[src/rtl/hole_table_heap_allocator_assert.svh]
// assertion helpers for the heap allocator
`ifndef HOLE_TABLE_HEAP_ALLOCATOR_ASSERT_SVH
`define HOLE_TABLE_HEAP_ALLOCATOR_ASSERT_SVH

`ifndef NO_ASSERTIONS

// same-cycle implication
`define HTHA_ASSERT_IMP(label, ante, cons) \
   label: assert property (@(posedge clock) disable iff (reset) (ante) |-> (cons)) \
      else $error("heap allocator check failed");

// next-cycle implication
`define HTHA_ASSERT_NXT(label, ante, cons) \
   label: assert property (@(posedge clock) disable iff (reset) (ante) |=> (cons)) \
      else $error("heap allocator check failed");

`else

`define HTHA_ASSERT_IMP(label, ante, cons)
`define HTHA_ASSERT_NXT(label, ante, cons)

`endif

`endif

[src/rtl/htha_pkg.sv]
package htha_pkg;

   // default sizing
   localparam int DEF_INDEX_DEPTH = 64;
   localparam int DEF_PAGE_BYTES  = 4096;

   // block overhead: 12-byte header plus 8-byte footer
   localparam int unsigned OVERHEAD     = 20;
   localparam int unsigned HEADER_BYTES = 12;

   // register reset values
   localparam logic [31:0] RST_BODY_START  = 32'd0;
   localparam logic [31:0] RST_INITIAL_END = 32'd1048576;
   localparam logic [31:0] RST_MAX_END     = 32'd4294963200;

   // register indexes
   localparam int REG_INDEX_W = 2;
   localparam logic [REG_INDEX_W-1:0] REG_BODY_START  = 2'd0;
   localparam logic [REG_INDEX_W-1:0] REG_INITIAL_END = 2'd1;
   localparam logic [REG_INDEX_W-1:0] REG_MAX_END     = 2'd2;

   // result status codes
   localparam logic [1:0] ST_OK      = 2'd0;
   localparam logic [1:0] ST_GROWN   = 2'd1;
   localparam logic [1:0] ST_NO_ROOM = 2'd2;
   localparam logic [1:0] ST_FULL    = 2'd3;

   // datapath operations
   typedef enum logic [3:0] {
      OP_NONE,
      OP_INIT,
      OP_ACCEPT,
      OP_SCAN,
      OP_GROW_LEN,
      OP_GROW_CHK,
      OP_SPLIT,
      OP_CALC,
      OP_CHECK,
      OP_DEL_START,
      OP_DEL,
      OP_INS_START,
      OP_INS,
      OP_FINISH
   } op_type;

   typedef struct packed {
      op_type op;
      logic   sel_right;
   } cmd_type;

   typedef struct packed {
      logic init_pending;
      logic hit;
      logic loop_end;
      logic grow_fail;
      logic split_full;
      logic need_left;
      logic need_right;
      logic grown;
      logic ins_done;
      logic rsp_busy;
   } status_type;

endpackage

[src/rtl/htha_ctrl.sv]
module htha_ctrl import htha_pkg::*; (
   input  logic       clock,
   input  logic       reset,
   input  logic       req_tvalid,
   output logic       req_tready,
   input  status_type stat,
   output cmd_type    cmd
);

   typedef enum logic [12:0] {
      S_IDLE      = 13'b0000000000001,
      S_SCAN      = 13'b0000000000010,
      S_GROW_LEN  = 13'b0000000000100,
      S_GROW_CHK  = 13'b0000000001000,
      S_SPLIT     = 13'b0000000010000,
      S_CALC      = 13'b0000000100000,
      S_CHECK     = 13'b0000001000000,
      S_DEL_START = 13'b0000010000000,
      S_DEL       = 13'b0000100000000,
      S_INS_START = 13'b0001000000000,
      S_INS       = 13'b0010000000000,
      S_FINISH    = 13'b0100000000000,
      S_SPARE     = 13'b1000000000000
   } state_type;

   state_type state_ff, state_in;
   logic      right_ff, right_in;

   // sequencing of one request
   always_comb begin
      state_in      = state_ff;
      right_in      = right_ff;
      req_tready    = 1'b0;
      cmd.op        = OP_NONE;
      cmd.sel_right = right_ff;
      unique case (state_ff)
         S_IDLE: begin
            if (stat.init_pending) begin
               cmd.op = OP_INIT;
            end else begin
               req_tready = 1'b1;
               if (req_tvalid) begin
                  cmd.op   = OP_ACCEPT;
                  state_in = S_SCAN;
               end
            end
         end
         S_SCAN: begin
            cmd.op = OP_SCAN;
            if (stat.hit) begin
               state_in = S_SPLIT;
            end else if (stat.loop_end) begin
               state_in = S_GROW_LEN;
            end
         end
         S_GROW_LEN: begin
            cmd.op   = OP_GROW_LEN;
            state_in = S_GROW_CHK;
         end
         S_GROW_CHK: begin
            cmd.op   = OP_GROW_CHK;
            state_in = stat.grow_fail ? S_FINISH : S_SPLIT;
         end
         S_SPLIT: begin
            cmd.op   = OP_SPLIT;
            state_in = S_CALC;
         end
         S_CALC: begin
            cmd.op   = OP_CALC;
            state_in = S_CHECK;
         end
         S_CHECK: begin
            cmd.op = OP_CHECK;
            if (stat.split_full) begin
               state_in = S_FINISH;
            end else if (!stat.grown) begin
               state_in = S_DEL_START;
            end else if (stat.need_left) begin
               right_in = 1'b0;
               state_in = S_INS_START;
            end else if (stat.need_right) begin
               right_in = 1'b1;
               state_in = S_INS_START;
            end else begin
               state_in = S_FINISH;
            end
         end
         S_DEL_START: begin
            cmd.op   = OP_DEL_START;
            state_in = S_DEL;
         end
         S_DEL: begin
            cmd.op = OP_DEL;
            if (stat.loop_end) begin
               if (stat.need_left) begin
                  right_in = 1'b0;
                  state_in = S_INS_START;
               end else if (stat.need_right) begin
                  right_in = 1'b1;
                  state_in = S_INS_START;
               end else begin
                  state_in = S_FINISH;
               end
            end
         end
         S_INS_START: begin
            cmd.op   = OP_INS_START;
            state_in = S_INS;
         end
         S_INS: begin
            cmd.op = OP_INS;
            if (stat.ins_done) begin
               if (!right_ff && stat.need_right) begin
                  right_in = 1'b1;
                  state_in = S_INS_START;
               end else begin
                  state_in = S_FINISH;
               end
            end
         end
         S_FINISH: begin
            if (!stat.rsp_busy) begin
               cmd.op   = OP_FINISH;
               state_in = S_IDLE;
            end
         end
         default: begin
            state_in = S_IDLE;
         end
      endcase
   end

   always_ff @(posedge clock) begin
      if (reset) begin
         state_ff <= S_IDLE;
         right_ff <= 1'b0;
      end else begin
         state_ff <= state_in;
         right_ff <= right_in;
      end
   end

endmodule

[config.mk]
export PLATFORM = sky130hd
export DESIGN_NAME = htha_ctrl
export DESIGN_NICKNAME = d
export VERILOG_FILES = /design/src/rtl/hole_table_heap_allocator_assert.svh /design/src/rtl/htha_pkg.sv /design/src/rtl/htha_ctrl.sv
export SDC_FILE = /design/constraint.sdc
export NUM_CORES = 1
export LEC_CHECK = 0
export BUFFER_PORTS_ARGS = -buffer_cell sky130_fd_sc_hd__buf_2
export CAP_MARGIN = 20
export CORE_ASPECT_RATIO = 1.1
export CORE_UTILIZATION = 52
export CTS_BUF_LIST = sky130_fd_sc_hd__clkbuf_4 sky130_fd_sc_hd__clkbuf_8 sky130_fd_sc_hd__clkbuf_16
export DETAILED_ROUTE_END_ITERATION = 12
export PLACE_DENSITY = 0.74
export SYNTH_ARGS = -nofsm -noshare
export SYNTH_HDL_FRONTEND = slang
export SYNTH_SLANG_ARGS = --single-unit
export TNS_END_PERCENT = 100
[constraint.sdc]
create_clock -name clock -period 2.25 [get_ports clock]
set_input_delay 0.1125 -clock clock [delete_from_list [all_inputs] [get_ports clock]]
set_output_delay 0.1125 -clock clock [all_outputs]
set_load 0.01 [all_outputs]
Word level (Yosys, flattened, before mapping)
Index checks and enable logic that the tools add are counted.
- word-level logic and storage cells: 56
- output and inout port bits: 6
- input port bits: 13
- register bits after elaboration: 14
- mux-type cells: 28
- reduce and logical (&&, ||, !) cells: 5
- equality and inequality tests: 21
- operator list (operator ; count):
    13-bit case mux with 12 select lines ; 1
    13-bit two-way mux ; 7
    12-bit two-way mux ; 6
    4-bit case mux with 12 select lines ; 1
    2-bit != test, second input constant ; 8
    13-bit by 1-bit == test with 1-bit output, second input constant ; 1
    13-bit by 10-bit == test with 1-bit output, second input constant ; 1
    13-bit by 11-bit == test with 1-bit output, second input constant ; 1
    13-bit by 12-bit == test with 1-bit output, second input constant ; 1
    13-bit by 2-bit == test with 1-bit output, second input constant ; 1
    13-bit by 3-bit == test with 1-bit output, second input constant ; 1
    13-bit by 4-bit == test with 1-bit output, second input constant ; 1
    13-bit by 5-bit == test with 1-bit output, second input constant ; 1
    13-bit by 6-bit == test with 1-bit output, second input constant ; 1
    13-bit by 7-bit == test with 1-bit output, second input constant ; 1
    13-bit by 8-bit == test with 1-bit output, second input constant ; 1
    13-bit by 9-bit == test with 1-bit output, second input constant ; 1
    6-bit AND reduction ; 2
    1-bit two-way mux ; 9
    2-bit two-way mux ; 2
    4-bit two-way mux ; 1
    3-bit != test, second input constant ; 1
    1-bit case mux with 3 select lines ; 1
    3-bit nonzero test ; 1
    other kinds (2) ; 2

Logic depth before layout (Yosys ltp)
Gate-level depths: netlist of run 1.
- word-level depth: 5
- gate-level depth with buffers: 6
- gate-level depth less buffers: 5

Least setup slack after synthesis of run 1
Ideal clock, no wire load.
- path kind: reg-to-output
- start: reg state_ff[2]
- end: out cmd[1] (netlist name)
- cell stages (with the launch flop): 6
- buffers on the path: 1
- data required time: 2138 ps
- arrival: 1677 ps
- setup slack: 460 ps
- cells stage by stage: dfxtp_1 buf_6 nor4_4 nand3_2 or4_1 or3b_1
- RTL lines (element ; RTL line ; source):
    start, declared ; htha_ctrl.sv:26 ; state_type state_ff, state_in;
    start signal, assigned ; htha_ctrl.sv:138 ; state_ff <= state_in;
    end, declared ; htha_ctrl.sv:7 ; output cmd_type cmd

==> results by group, run 1 <==
Floorplanning
  • DIE WIDTH: 47.0 um
  • Starting Density: 0.567
  • Die footprint: 0.00242 mm^2
  • Ports: 19
  • Die Y: 51.5 um
  • Row count: 17
  • Core ar.: 0.00204 mm^2

Synthesis
  • Sequential-to-total area share from yosys stat: 0.225
  • Cell variety after synth: 51
  • Syn Nets: 157
  • Synth warn: 0
  • Mapped Area: 0.00116 mm^2
  • Post-synth EDFFs: 0
  • Synth top area share: 0.225
  • Most used flip-flop cell after synthesis: dfxtp_1
  • Number of synthesized register bits: 13
  • Mean post-synth cell area: 8.04 um^2
  • Async set-reset flop share out of synthesis: 0
  • Top cells by area, synth: dfxtp_1 (22%), nor2_1 (3.6%), buf_2 (3.5%), nand4_1 (3.2%), xor2_1 (3.0%)
  • Synthesized instance count: 144
  • Top cell type by total area after synthesis: dfxtp_1

Drt
  • Number of detailed-route iterations in the first pass: 4
  • Drt drc: 0
  • Drt wl/cell: 15.7 um
  • Via count: 1130
  • ANT nets after route: 0
  • Total Wirelength: 2.90 mm
  • Via density per instance: 6.11
  • DRT iter0 DRCs: 21

GRT
  • GRT Util Overall: 0.280
  • Global route overflow: 0
  • Number of global-route vias before repair: 1024
  • Largest net degree at the start of global routing: 13
  • Initial antenna violation count: 0
  • First-pass GRT wire length: 4.80 mm

Setup path
  • CP endpoint kind: primary output
  • R2R setup slack: 0.31 ns
  • R2R depth: 5
  • Crit path kind: flop to primary output
  • Max FO, Critical Path: 9
  • Critical Path Source Type: flop
  • Worst EP arrival: 2.00 ns
  • Critical path origin: state_ff[4]$_SDFFE_PP0P_
  • R2R Path Start: state_ff[6]$_SDFFE_PP0P_
  • Worst endpoint required time: 2.14 ns

Pwr
  • Leakage Power: 0.507 nW
  • Worst vdd ir: 0.348 mV
  • Pwr Density: 449 mW/mm^2

Place
  • Pre-CTS WS: 0.328 ns
  • DP HPWL: 2.20 mm
  • IO buf count: 18
  • Routability cong.: 0.929

Cells and area
  • Final nets: 171
  • Area Growth Syn to Fin: 11.0%
  • Diode count: 0
  • Layout cells sized above 1: 0.280

Timing
  • Crit share post-route: 0.937
  • Slew @ Worst Pin: 0.443 ns
  • Rel. slew slack: 0.701
  • FMAX: 474 MHz
  • RSZ-0062 raised after global routing: false
  • Final hold vios: 0
  • Setup violators final: 0
  • Final worst slack: 0.141 ns
  • Fin Setup TNS: 0 ns
  • Clock Skews: 0.0139 ns
  • Period minus WS final: 2.11 ns
  • Fin. max-slew vios: 0

CTS
  • H-Tree Level Count: 1
  • CTS tree: done
  • CTS root buf: clkbuf_4
  • Count of hold-fix buffers inserted at cts: 0
  • Clock latency on the worst-skew pair: 0.29 ns
  • Maximum clock path buffer count: 2
  • Clock sink count: 13
  • Worst-path clk slew: 0.09 ns
  • CTS Buf Count: 3

Outcome
  • Status: finished, final reports clean

Flow run
  • Max Cap Viol: 0

Worst hold path
  • Hold depth: 2
  • Hold Path Class: primary input to flop
  • HP Start: stat[8]
## area by class of cell
cell class                 instances  area (um^2)
fill                             188          757
timing repair buffer              22          120
clock buffer                       4         30.0
sequential                        13          264
multi-input combinational        109          802
tap                               28         35.0
inverter                           9         33.8
## Yosys cell counts, types with 2 or more instances
library cell	number
nor4b_1	2
a32oi_1	2
nand3_1	2
nand3b_1	4
nand3_2	2
nor4bb_1	2
xor2_1	4
nor2_1	11
buf_2	8
nor3_1	5
nor4_1	5
buf_6	2
nand4_1	6
a211oi_1	3
o2111ai_1	3
or3_1	2
nor2b_1	3
a21oi_1	5
nand2b_1	4
o21ai_0	4
or4_1	2
clkbuf_1	2
nand2_1	5
nor3b_1	4
a31oi_1	3
dfxtp_1	13
inv_1	9
or3_2	2
xnor2_1	3
## cells by family after synthesis
kind of cell | synth area share
simple gates | 0.430
compound gates | 0.187
buf+inv | 0.0962
flops | 0.225
xor+xnor | 0.0530
mux | 0.00865
## stage by stage
stage	util	cells	total power, mW	cell area [um^2]	hold WS, ns
detailed placement	0.601	180	0.406	1230	0.325
CTS	0.616	184	0.567	1260	0.0185
global placement	0.601	180	0.404	1230	0.321
finish	0.629	185	0.577	1280	0.0154
floorplan	-	144	0.364	1160	0.191
global route	0.629	185	0.610	1280	0.0145
## routing by layer
layer / up-vias / share of wire / track usage / wire [um]
met5: - / 0 / 0 / 0
met4: 0 / 0.031 / 0.148 / 89
met3: 8 / 0.029 / 0.0353 / 83
met2: 35 / 0.50 / 0.440 / 1460
met1: 516 / 0.44 / 0.361 / 1270
li1: 571 / - / - / -
## timing repair
action / 4_1_cts / 5_1_grt
setup endpoints to repair: 0 / 3
gates resized for setup: 0 / 5
hold endpoints to repair: 0 / 0
setup buffers: 0 / 1
## report_power, final
group          total [mW]  internal [mW]  switching [mW]  leakage (nW)
Combinational       0.154         0.0715          0.0824         0.383
Clock               0.165         0.0809          0.0841        0.0184
Sequential          0.258          0.237          0.0212         0.106
## final timing paths
check                                                 to
worst max-delay path                              cmd[4]
worst min-delay path            state_ff[2]$_SDFFE_PP0P_
worst max register to register  state_ff[9]$_SDFFE_PP0P_
worst min register to register     right_ff$_SDFFE_PP0P_
## cells in the final DEF (no fill, tap or decap), drive strengths merged, types with 5 or more instances in the layout
cell / instances
buf: 22
a21oi: 5
dfxtp: 13
nand2: 5
nor4: 7
nand4: 6
inv: 9
nor3: 6
nor2: 13
nor3b: 5
## sequential cells by signal, summed over array words and instances, names as in the netlist
register / flops
state_ff: 12
right_ff: 1
## critical path, cell delays in order, from the launching register on
cell and delay (ns):
dfxtp_2 0.38, nor4_4 0.36, buf_4 0.19, nand3_2 0.09
nor3b_4 0.34, a21oi_1 0.08, o2111ai_1 0.11, buf_2 0.16
(Power assumes the default switching activity.)
==> run 2, diff against run 1 <==
ABC_AREA = 1   (was unset)
PLACE_DENSITY = 0.75   (was 0.74)
==> results by group, run 2 <==
Cells and area
  • Commonest non-fill, non-tap cell in the layout: nand2_1 (was buf_2)
  • Filler Cells Inserted: 212 (was 188)
  • Layout cells sized above 1: 0.241 (was 0.280)
  • Register area: 260 um^2 (was 264 um^2)
  • Largest register FFs: 12 (unchanged)
  • Most frequent cells in the layout: nand2_1 (42), nor2_1 (32), inv_1 (29) (was buf_2 (18), nor2_1 (11), dfxtp_1 (10))
  • Area Growth Syn to Fin: 10.5% (was 11.0%)
  • Biggest regs: state_ff (12), right_ff (1) (unchanged)
  • Largest Register: state_ff (unchanged)
  • Diode count: 0 (unchanged)
  • Final nets: 217 (was 171)
  • Area of the multi-input gates: 737 um^2 (was 802 um^2)

Floorplanning
  • Die footprint: 0.00240 mm^2 (was 0.00242 mm^2)
  • Core ar.: 0.00204 mm^2 (unchanged)
  • Starting Density: 0.563 (was 0.567)
  • Ports: 19 (unchanged)
  • DIE WIDTH: 46.8 um (was 47.0 um)
  • Row count: 17 (unchanged)
  • Die Y: 51.3 um (was 51.5 um)

Drt
  • Via density per instance: 5.16 (was 6.11)
  • ANT nets after route: 0 (unchanged)
  • Drt drc: 0 (unchanged)
  • Drt wl/cell: 11.7 um (was 15.7 um)
  • Total Wirelength: 2.70 mm (was 2.90 mm)
  • DRT iter0 DRCs: 27 (was 21)
  • Number of detailed-route iterations in the first pass: 4 (unchanged)
  • Via count: 1193 (was 1130)

GRT
  • M3 GR Usage: 0.0424 (was 0.0353)
  • GRT Util Overall: 0.267 (was 0.280)
  • Largest net degree at the start of global routing: 12 (was 13)
  • First-pass GRT wire length: 4.58 mm (was 4.80 mm)
  • Initial antenna violation count: 0 (unchanged)
  • Global route overflow: 0 (unchanged)
  • Met2 global-route usage: 0.461 (was 0.440)
  • M1 GR Usage: 0.323 (was 0.361)
  • Grt peak-use layer: met2 (unchanged)
  • Number of global-route vias before repair: 1138 (was 1024)

Worst hold path
  • Hold Path Class: primary input to flop (unchanged)

Pwr
  • Pwr Density: 654 mW/mm^2 (was 449 mW/mm^2)
  • Switching pwr: 0.360 mW (was 0.188 mW)
  • Seq pwr share: 0.328 (was 0.447)
  • Sw frac: 0.434 (was 0.325)
  • Internal Power: 0.469 mW (was 0.389 mW)
  • Clock power frac: 0.202 (was 0.286)
  • Comb power frac: 0.470 (was 0.267)
  • Worst vdd ir: 0.411 mV (was 0.348 mV)
  • Leakage Power: 0.707 nW (was 0.507 nW)

Timing
  • Period minus WS final: 1.84 ns (was 2.11 ns)
  • FMAX: 543 MHz (was 474 MHz)
  • Rel. slew slack: 0.754 (was 0.701)
  • Final hold vios: 0 (unchanged)
  • Crit share post-route: 0.818 (was 0.937)
  • Setup violators final: 0 (unchanged)
  • Final hold slack: 0.0196 ns (was 0.0154 ns)
  • Slew @ Worst Pin: 0.365 ns (was 0.443 ns)
  • Fin. max-slew vios: 0 (unchanged)
  • Final worst slack: 0.410 ns (was 0.141 ns)
  • Clock Skews: 0.00961 ns (was 0.0139 ns)
  • Fin Setup TNS: 0 ns (unchanged)
  • RSZ-0062 raised after global routing: false (unchanged)

Flow run
  • Max Cap Viol: 0 (unchanged)

Setup path
  • Critical Path Source Type: flop (unchanged)
  • Crit path buffers/inverters: 1 (was 2)
  • Max FO, Critical Path: 11 (was 9)
  • Worst path cell trace: nor2_4, nand2_4, nor2_4, nand3b_1, nand3_1, or3_1, buf_2 (was nor4_4, buf_4, nand3_2, nor3b_4, a21oi_1, o2111ai_1, buf_2)
  • CP dominant cell by count: nor2_4
  • Worst endpoint required time: 2.14 ns (about the same)
  • CP endpoint kind: primary output (unchanged)
  • Critical path's largest stage delay: 0.36 ns (was 0.38 ns)
  • Critical path's slowest cell: dfxtp_1 (was dfxtp_2)
  • Worst EP arrival: 1.73 ns (was 2.00 ns)
  • CP top delay family: simple AND/OR/NAND/NOR gates (unchanged)
  • Crit path kind: flop to primary output (unchanged)

CTS
  • Count of hold-fix buffers inserted at cts: 0 (unchanged)
  • CTS tree: done (unchanged)
  • CTS Buf Count: 3 (unchanged)
  • Maximum clock path buffer count: 2 (unchanged)
  • Worst-path clk slew: 0.09 ns (about the same)
  • Clock latency on the worst-skew pair: 0.29 ns (about the same)
  • H-Tree Level Count: 1 (unchanged)
  • CTS root buf: clkbuf_4 (unchanged)
  • Clock sink count: 13 (unchanged)
  • Post-cts sizing count: 0 (unchanged)
  • Post-CTS setup repair buffer count: 0 (unchanged)

Place
  • Routability cong.: 0.877 (was 0.929)
  • DP HPWL: 2.18 mm (was 2.20 mm)
  • IO buf count: 18 (unchanged)
  • Pre-CTS WS: 0.688 ns (was 0.328 ns)

Synthesis
  • Async set-reset flop share out of synthesis: 0 (unchanged)
  • Synth top area share: 0.227 (was 0.225)
  • Syn Nets: 197 (was 157)
  • Post-synth EDFFs: 0 (unchanged)
  • Most used flip-flop cell after synthesis: dfxtp_1 (unchanged)
  • Count leader, synth: nand2_1 (was dfxtp_1)
  • Top cell type by total area after synthesis: dfxtp_1 (unchanged)
  • Top cells by area, synth: dfxtp_1 (23%), nand2_1 (14%), nor2_1 (10%), inv_1 (9.5%), nand3_1 (6.1%) (was dfxtp_1 (22%), nor2_1 (3.6%), buf_2 (3.5%), nand4_1 (3.2%), xor2_1 (3.0%))
  • Sequential-to-total area share from yosys stat: 0.227 (was 0.225)
  • Synthesized instance count: 184 (was 144)
  • Mapped Area: 0.00115 mm^2 (was 0.00116 mm^2)
  • Mean post-synth cell area: 6.24 um^2 (was 8.04 um^2)
  • Post-synth top cells: nand2_1 (42), nor2_1 (32), inv_1 (29), nand3_1 (14), dfxtp_1 (13) (was dfxtp_1 (13), nor2_1 (11), inv_1 (9), buf_2 (8), nand4_1 (6))
  • Synth warn: 0 (unchanged)
  • Cell variety after synth: 27 (was 51)
  • Number of synthesized register bits: 13 (unchanged)

Outcome
  • Status: finished, final reports clean (unchanged)
run 2: cell count changes after synthesis, moves of 5 or more:
| cell | change |
|---|---|
| nor2_1 | +21 |
| buf_2 | -8 |
| nand2_1 | +37 |
| inv_1 | +20 |
| nor3_1 | -5 |
| nor2_4 | +5 |
| nand3_1 | +12 |
run 2: cell type report:
type / count / area share
Timing Repair Buffer: 18 / 0.0710
Sequential cell: 13 / 0.205
Inverter: 31 / 0.0917
Tap cell: 28 / 0.0276
Multi-Input combinational cell: 137 / 0.581
Clock buffer: 4 / 0.0237
run 2: path summary, 6_finish.rpt:
| check | to | cells past startpoint | slack (ns) | from |
|---|---|---|---|---|
| setup / recovery | cmd[1] | 7 | 0.41 | state_ff[0]$_SDFFE_PP1P_ |
| hold / removal | state_ff[7]$_SDFFE_PP0P_ | 2 | 0.02 | stat[5] |
| setup reg to reg | state_ff[9]$_SDFFE_PP0P_ | 8 | 0.67 | state_ff[0]$_SDFFE_PP1P_ |
| hold reg to reg | right_ff$_SDFFE_PP0P_ | 2 | 0.52 | right_ff$_SDFFE_PP0P_ |
run 2: worst register-to-register path, delay by kind of cell (launching register included):
kind             cells  cell delay, ns
flip-flops           1            0.36
AND/OR/NAND/NOR      7            1.04
AO/OA/AOI/OAI        1            0.07
run 2: cells by family after synthesis:
| group | after synthesis | share of synthesized area |
|---|---|---|
| and+or+nand+nor | 120 | 0.559 |
| buffers and inverters | 34 | 0.132 |
| AOI/OAI and AO/OA | 17 | 0.0828 |
| DFF | 13 | 0.227 |
run 2: power by group through the flow:
| stage | registers, mW | clock network (mW) | logic (mW) |
|---|---|---|---|
| global route | 0.274 | 0.178 | 0.441 |
| global placement | 0.275 | 0 | 0.379 |
| finish | 0.272 | 0.168 | 0.390 |
| detailed placement | 0.276 | 0 | 0.386 |
| CTS | 0.271 | 0.165 | 0.390 |
| floorplan | 0.273 | 0 | 0.334 |
run 2: routing by layer:
metal	vias to the layer above	part of all wire
met3	5	0.052
met4	0	0.013
met1	541	0.45
li1	613	-
met5	-	0
met2	34	0.49
run 2: metrics by stage:
stage	instances	total power [mW]	util	instance area, um^2
2_1_floorplan	184	0.607	-	1150
3_3_place_gp	227	0.654	0.607	1240
3_5_place_dp	227	0.662	0.607	1240
4_1_cts	231	0.826	0.621	1270
5_1_grt	231	0.894	0.621	1270
6_report	231	0.829	0.621	1270
==> run 3, diff against run 2 <==
ABC_AREA = 0   (was 1)
CORE_UTILIZATION = 50   (was 52)
clock period = 1.6 ns   (was 2.25 ns; I/O delays follow)
==> results by group, run 3 <==
Synthesis
  • Cell variety after synth: 51 (was 27)
  • Synthesized instance count: 144 (was 184)
  • Top cells by area, synth: dfxtp_1 (22%), nor2_1 (3.6%), buf_2 (3.5%), nand4_1 (3.2%), xor2_1 (3.0%) (was dfxtp_1 (23%), nand2_1 (14%), nor2_1 (10%), inv_1 (9.5%), nand3_1 (6.1%))
  • Synth warn: 0 (unchanged)
  • Sequential-to-total area share from yosys stat: 0.225 (was 0.227)
  • Number of synthesized register bits: 13 (unchanged)
  • Top cell type by total area after synthesis: dfxtp_1 (unchanged)
  • Synth top area share: 0.225 (was 0.227)
  • Post-synth EDFFs: 0 (unchanged)
  • Count leader, synth: dfxtp_1 (was nand2_1)
  • Mean post-synth cell area: 8.04 um^2 (was 6.24 um^2)
  • Async set-reset flop share out of synthesis: 0 (unchanged)
  • Most used flip-flop cell after synthesis: dfxtp_1 (unchanged)
  • Post-synth top cells: dfxtp_1 (13), nor2_1 (11), inv_1 (9), buf_2 (8), nand4_1 (6) (was nand2_1 (42), nor2_1 (32), inv_1 (29), nand3_1 (14), dfxtp_1 (13))
  • Mapped Area: 0.00116 mm^2 (was 0.00115 mm^2)
  • Syn Nets: 157 (was 197)

CTS
  • CTS root buf: clkbuf_4 (unchanged)
  • CTS Buf Count: 3 (unchanged)
  • Maximum clock path buffer count: 2 (unchanged)
  • Clock sink count: 13 (unchanged)
  • H-Tree Level Count: 1 (unchanged)

Floorplanning
  • DIE WIDTH: 47.9 um (was 46.8 um)
  • Starting Density: 0.555 (was 0.563)
  • Die Y: 52.5 um (was 51.3 um)
  • Row count: 17 (unchanged)
  • Ports: 19 (unchanged)

Place
  • DP HPWL: 2.75 mm (was 2.18 mm)
  • Routability cong.: 0.931 (was 0.877)
  • IO buf count: 18 (unchanged)

GRT
  • Largest net degree at the start of global routing: 11
  • Global route overflow: 82
  • GRT Util Overall: 0.813

Timing
  • GR repair worst EP: cmd[1]
  • Worst endpoint pin kind: primary output

Outcome
  • Last stage reached: 5_1_grt
  • Status: aborted with a tool error (was finished, final reports clean)
  • Run Error: [ERROR GRT-0232] Routing congestion too high. Check the congestion heatmap in the GUI.
run 3: kinds of logic after synthesis:
family,after synthesis,share of synthesized area
simple gates,72,0.430
mux,1,0.00865
buf+inv,22,0.0962
flops,13,0.225
xor+xnor,7,0.0530
compound gates,29,0.187
run 3: what timing repair did:
item,4_1_cts
endpoints found under the setup margin,14
pin swaps,20
hold buffers,2
buffers inserted,26
resized for setup,53
endpoints found under the hold margin,1
run 3: metal layers:
layer  overflow  GRT usage
met4         24      0.954
met3          0      0.486
met2         58       1.05
met1          0      0.793
met5          0          0
run 3: stage by stage:
step                cells  hold WS, ns  setup WS [ns]  instance area (um^2)  TNS [ns]
floorplan             144        0.158         -0.144                  1160    -0.362
global placement      212        0.273         -0.177                  1470     -1.45
detailed placement    212        0.287         -0.207                  1470     -1.77
CTS                   243      0.00727         -0.398                  1950     -2.69
==> run 4, diff against run 3 <==
CORE_AREA = 2 2 63 65   (was unset)
CORE_ASPECT_RATIO = unset   (was 1.1)
CORE_UTILIZATION = unset   (was 50)
CTS_BUF_LIST = unset   (was sky130_fd_sc_hd__clkbuf_4 sky130_fd_sc_hd__clkbuf_8 sky130_fd_sc_hd__clkbuf_16)
DIE_AREA = 0 0 65 67   (was unset)
PLACE_DENSITY = unset   (was 0.75)
PLACE_DENSITY_LB_ADDON = 0.15   (was unset)
clock period = 2.1 ns   (was 1.6 ns; I/O delays follow)
==> results by group, run 4 (same netlist as run 1, synthesis figures left out) <==
Outcome
  • Status: finished, final reports clean (was aborted with a tool error)

Drt
  • DRT iter0 DRCs: 61
  • Via density per instance: 5.48
  • Drt drc: 0
  • Drt wl/cell: 14.3 um
  • Via count: 1189
  • ANT nets after route: 0
  • Number of detailed-route iterations in the first pass: 4
  • Total Wirelength: 3.11 mm

Timing
  • Fin Setup TNS: 0 ns
  • Setup violators final: 0
  • Crit share post-route: 0.964
  • Final worst slack: 0.0747 ns
  • Final hold slack: 0.0599 ns
  • Fin. max-slew vios: 0
  • Rel. slew slack: 0.725
  • Final hold vios: 0
  • Period minus WS final: 2.03 ns
  • FMAX: 494 MHz
  • Clock Skews: 0.00850 ns
  • Slew @ Worst Pin: 0.407 ns

Setup path
  • CP top delay family: simple AND/OR/NAND/NOR gates
  • Worst endpoint required time: 2.00 ns
  • Critical path's largest stage delay: 0.49 ns
  • Critical path origin: state_ff[4]$_SDFFE_PP0P_
  • Crit path buffers/inverters: 2
  • Critical Path Source Type: flop
  • Critical register-to-register path endpoint: right_ff$_SDFFE_PP0P_
  • Crit path kind: flop to primary output
  • R2R depth: 7
  • Max FO, Critical Path: 8
  • Worst path cell trace: nor4_4, buf_4, nand3_2, or4_4, or3b_1, buf_2
  • WP depth: 6
  • Critical path's slowest cell: or4_4
  • R2R setup slack: 0.21 ns
  • CP endpoint kind: primary output
  • R2R Path Start: state_ff[4]$_SDFFE_PP0P_
  • Worst EP arrival: 1.92 ns

Place
  • DP HPWL: 2.31 mm (was 2.75 mm)
  • IO buf count: 18 (unchanged)
  • Routability cong.: 0.878 (was 0.931)
  • Dpl cell area: 0.00128 mm^2 (was 0.00147 mm^2)
  • Pre-CTS WS: 0.182 ns (was -0.207 ns)
  • Placed insts: 204 (was 212)

Floorplanning
  • Row count: 22 (was 17)
  • Core ar.: 0.00361 mm^2
  • Starting Density: 0.321 (was 0.555)
  • DIE WIDTH: 65 um (was 47.9 um)
  • Die footprint: 0.00436 mm^2
  • Ports: 19 (unchanged)
  • Die Y: 67 um (was 52.5 um)

Cells and area
  • Commonest non-fill, non-tap cell in the layout: buf_2
  • Layout cells sized above 1: 0.343
  • Final nets: 183
  • Final Instance Area: 0.00143 mm^2
  • Diode count: 0
  • Largest Register: state_ff
  • Most frequent cells in the layout: buf_2 (18), buf_4 (16), nor2_1 (11)
  • Layout Cells excl Fill: 217
  • Final core occ: 0.396
  • Area Growth Syn to Fin: 23.4%
  • Biggest regs: state_ff (12), right_ff (1)
  • Largest register FFs: 12

Worst hold path
  • HP Start: stat[8]
  • Hold path endpoint: state_ff[2]$_SDFFE_PP0P_
  • Hold Path Class: primary input to flop
  • Hold depth: 2

Pwr
  • Leakage Power: 0.573 nW
  • Pwr Density: 482 mW/mm^2
  • Final Power: 0.688 mW
  • Worst vdd ir: 0.288 mV

CTS
  • CTS root buf: clkbuf_8 (was clkbuf_4)
  • Worst-path clk slew: 0.07 ns
  • Maximum clock path buffer count: 2 (unchanged)
  • Clock latency on the worst-skew pair: 0.25 ns
  • Count of hold-fix buffers inserted at cts: 0 (was 2)
  • CTS tree: done
  • H-Tree Level Count: 1 (unchanged)
  • CTS Buf Count: 3 (unchanged)
  • Clock sink count: 13 (unchanged)

GRT
  • Initial antenna violation count: 0
  • GRT Util Overall: 0.156
  • First-pass GRT wire length: 5.20 mm
  • Largest net degree at the start of global routing: 13
  • Global route overflow: 0
  • Number of global-route vias before repair: 1077

Flow run
  • Max Cap Viol: 0
run 4: cell type report:
cell class                      instances  area [um^2]
Timing Repair Buffer                   34          210
Clock inverter                          1         5.00
Clock buffer                            3         41.3
Tap cell                               48         60.1
Fill cell                             380         2180
Sequential cell                        13          268
Multi-Input combinational cell        109          810
Inverter                                9         33.8
run 4: worst max path at each step:
stage / end / slack, ns
after global placement: cmd[1] / 0.15
after CTS: cmd[1] / 0.02
after global routing: cmd[2] / -0.008
after detailed placement: cmd[1] / 0.18
final: cmd[1] / 0.07
after floorplan: cmd[1] / 0.32
run 4: repair_timing:
| item | 4_1_cts | 5_1_grt |
|---|---|---|
| pin swaps | 1 | 3 |
| gates resized for setup | 2 | 7 |
| setup buffers | 2 | 7 |
| endpoints found under the setup margin | 3 | 6 |
run 4: metal layers:
metal | routed length, um | vias up | track usage
met4 | 48 | 0 | 0.0559
met2 | 1390 | 39 | 0.244
li1 | - | 594 | -
met1 | 1490 | 552 | 0.215
met3 | 177 | 4 | 0.0253
met5 | 0 | - | 0
run 4: where the power goes:
| part | leakage, nW | internal (mW) | switching [mW] |
|---|---|---|---|
| clock network | 0.0255 | 0.131 | 0.103 |
| registers | 0.107 | 0.253 | 0.0225 |
| logic | 0.441 | 0.0880 | 0.0903 |
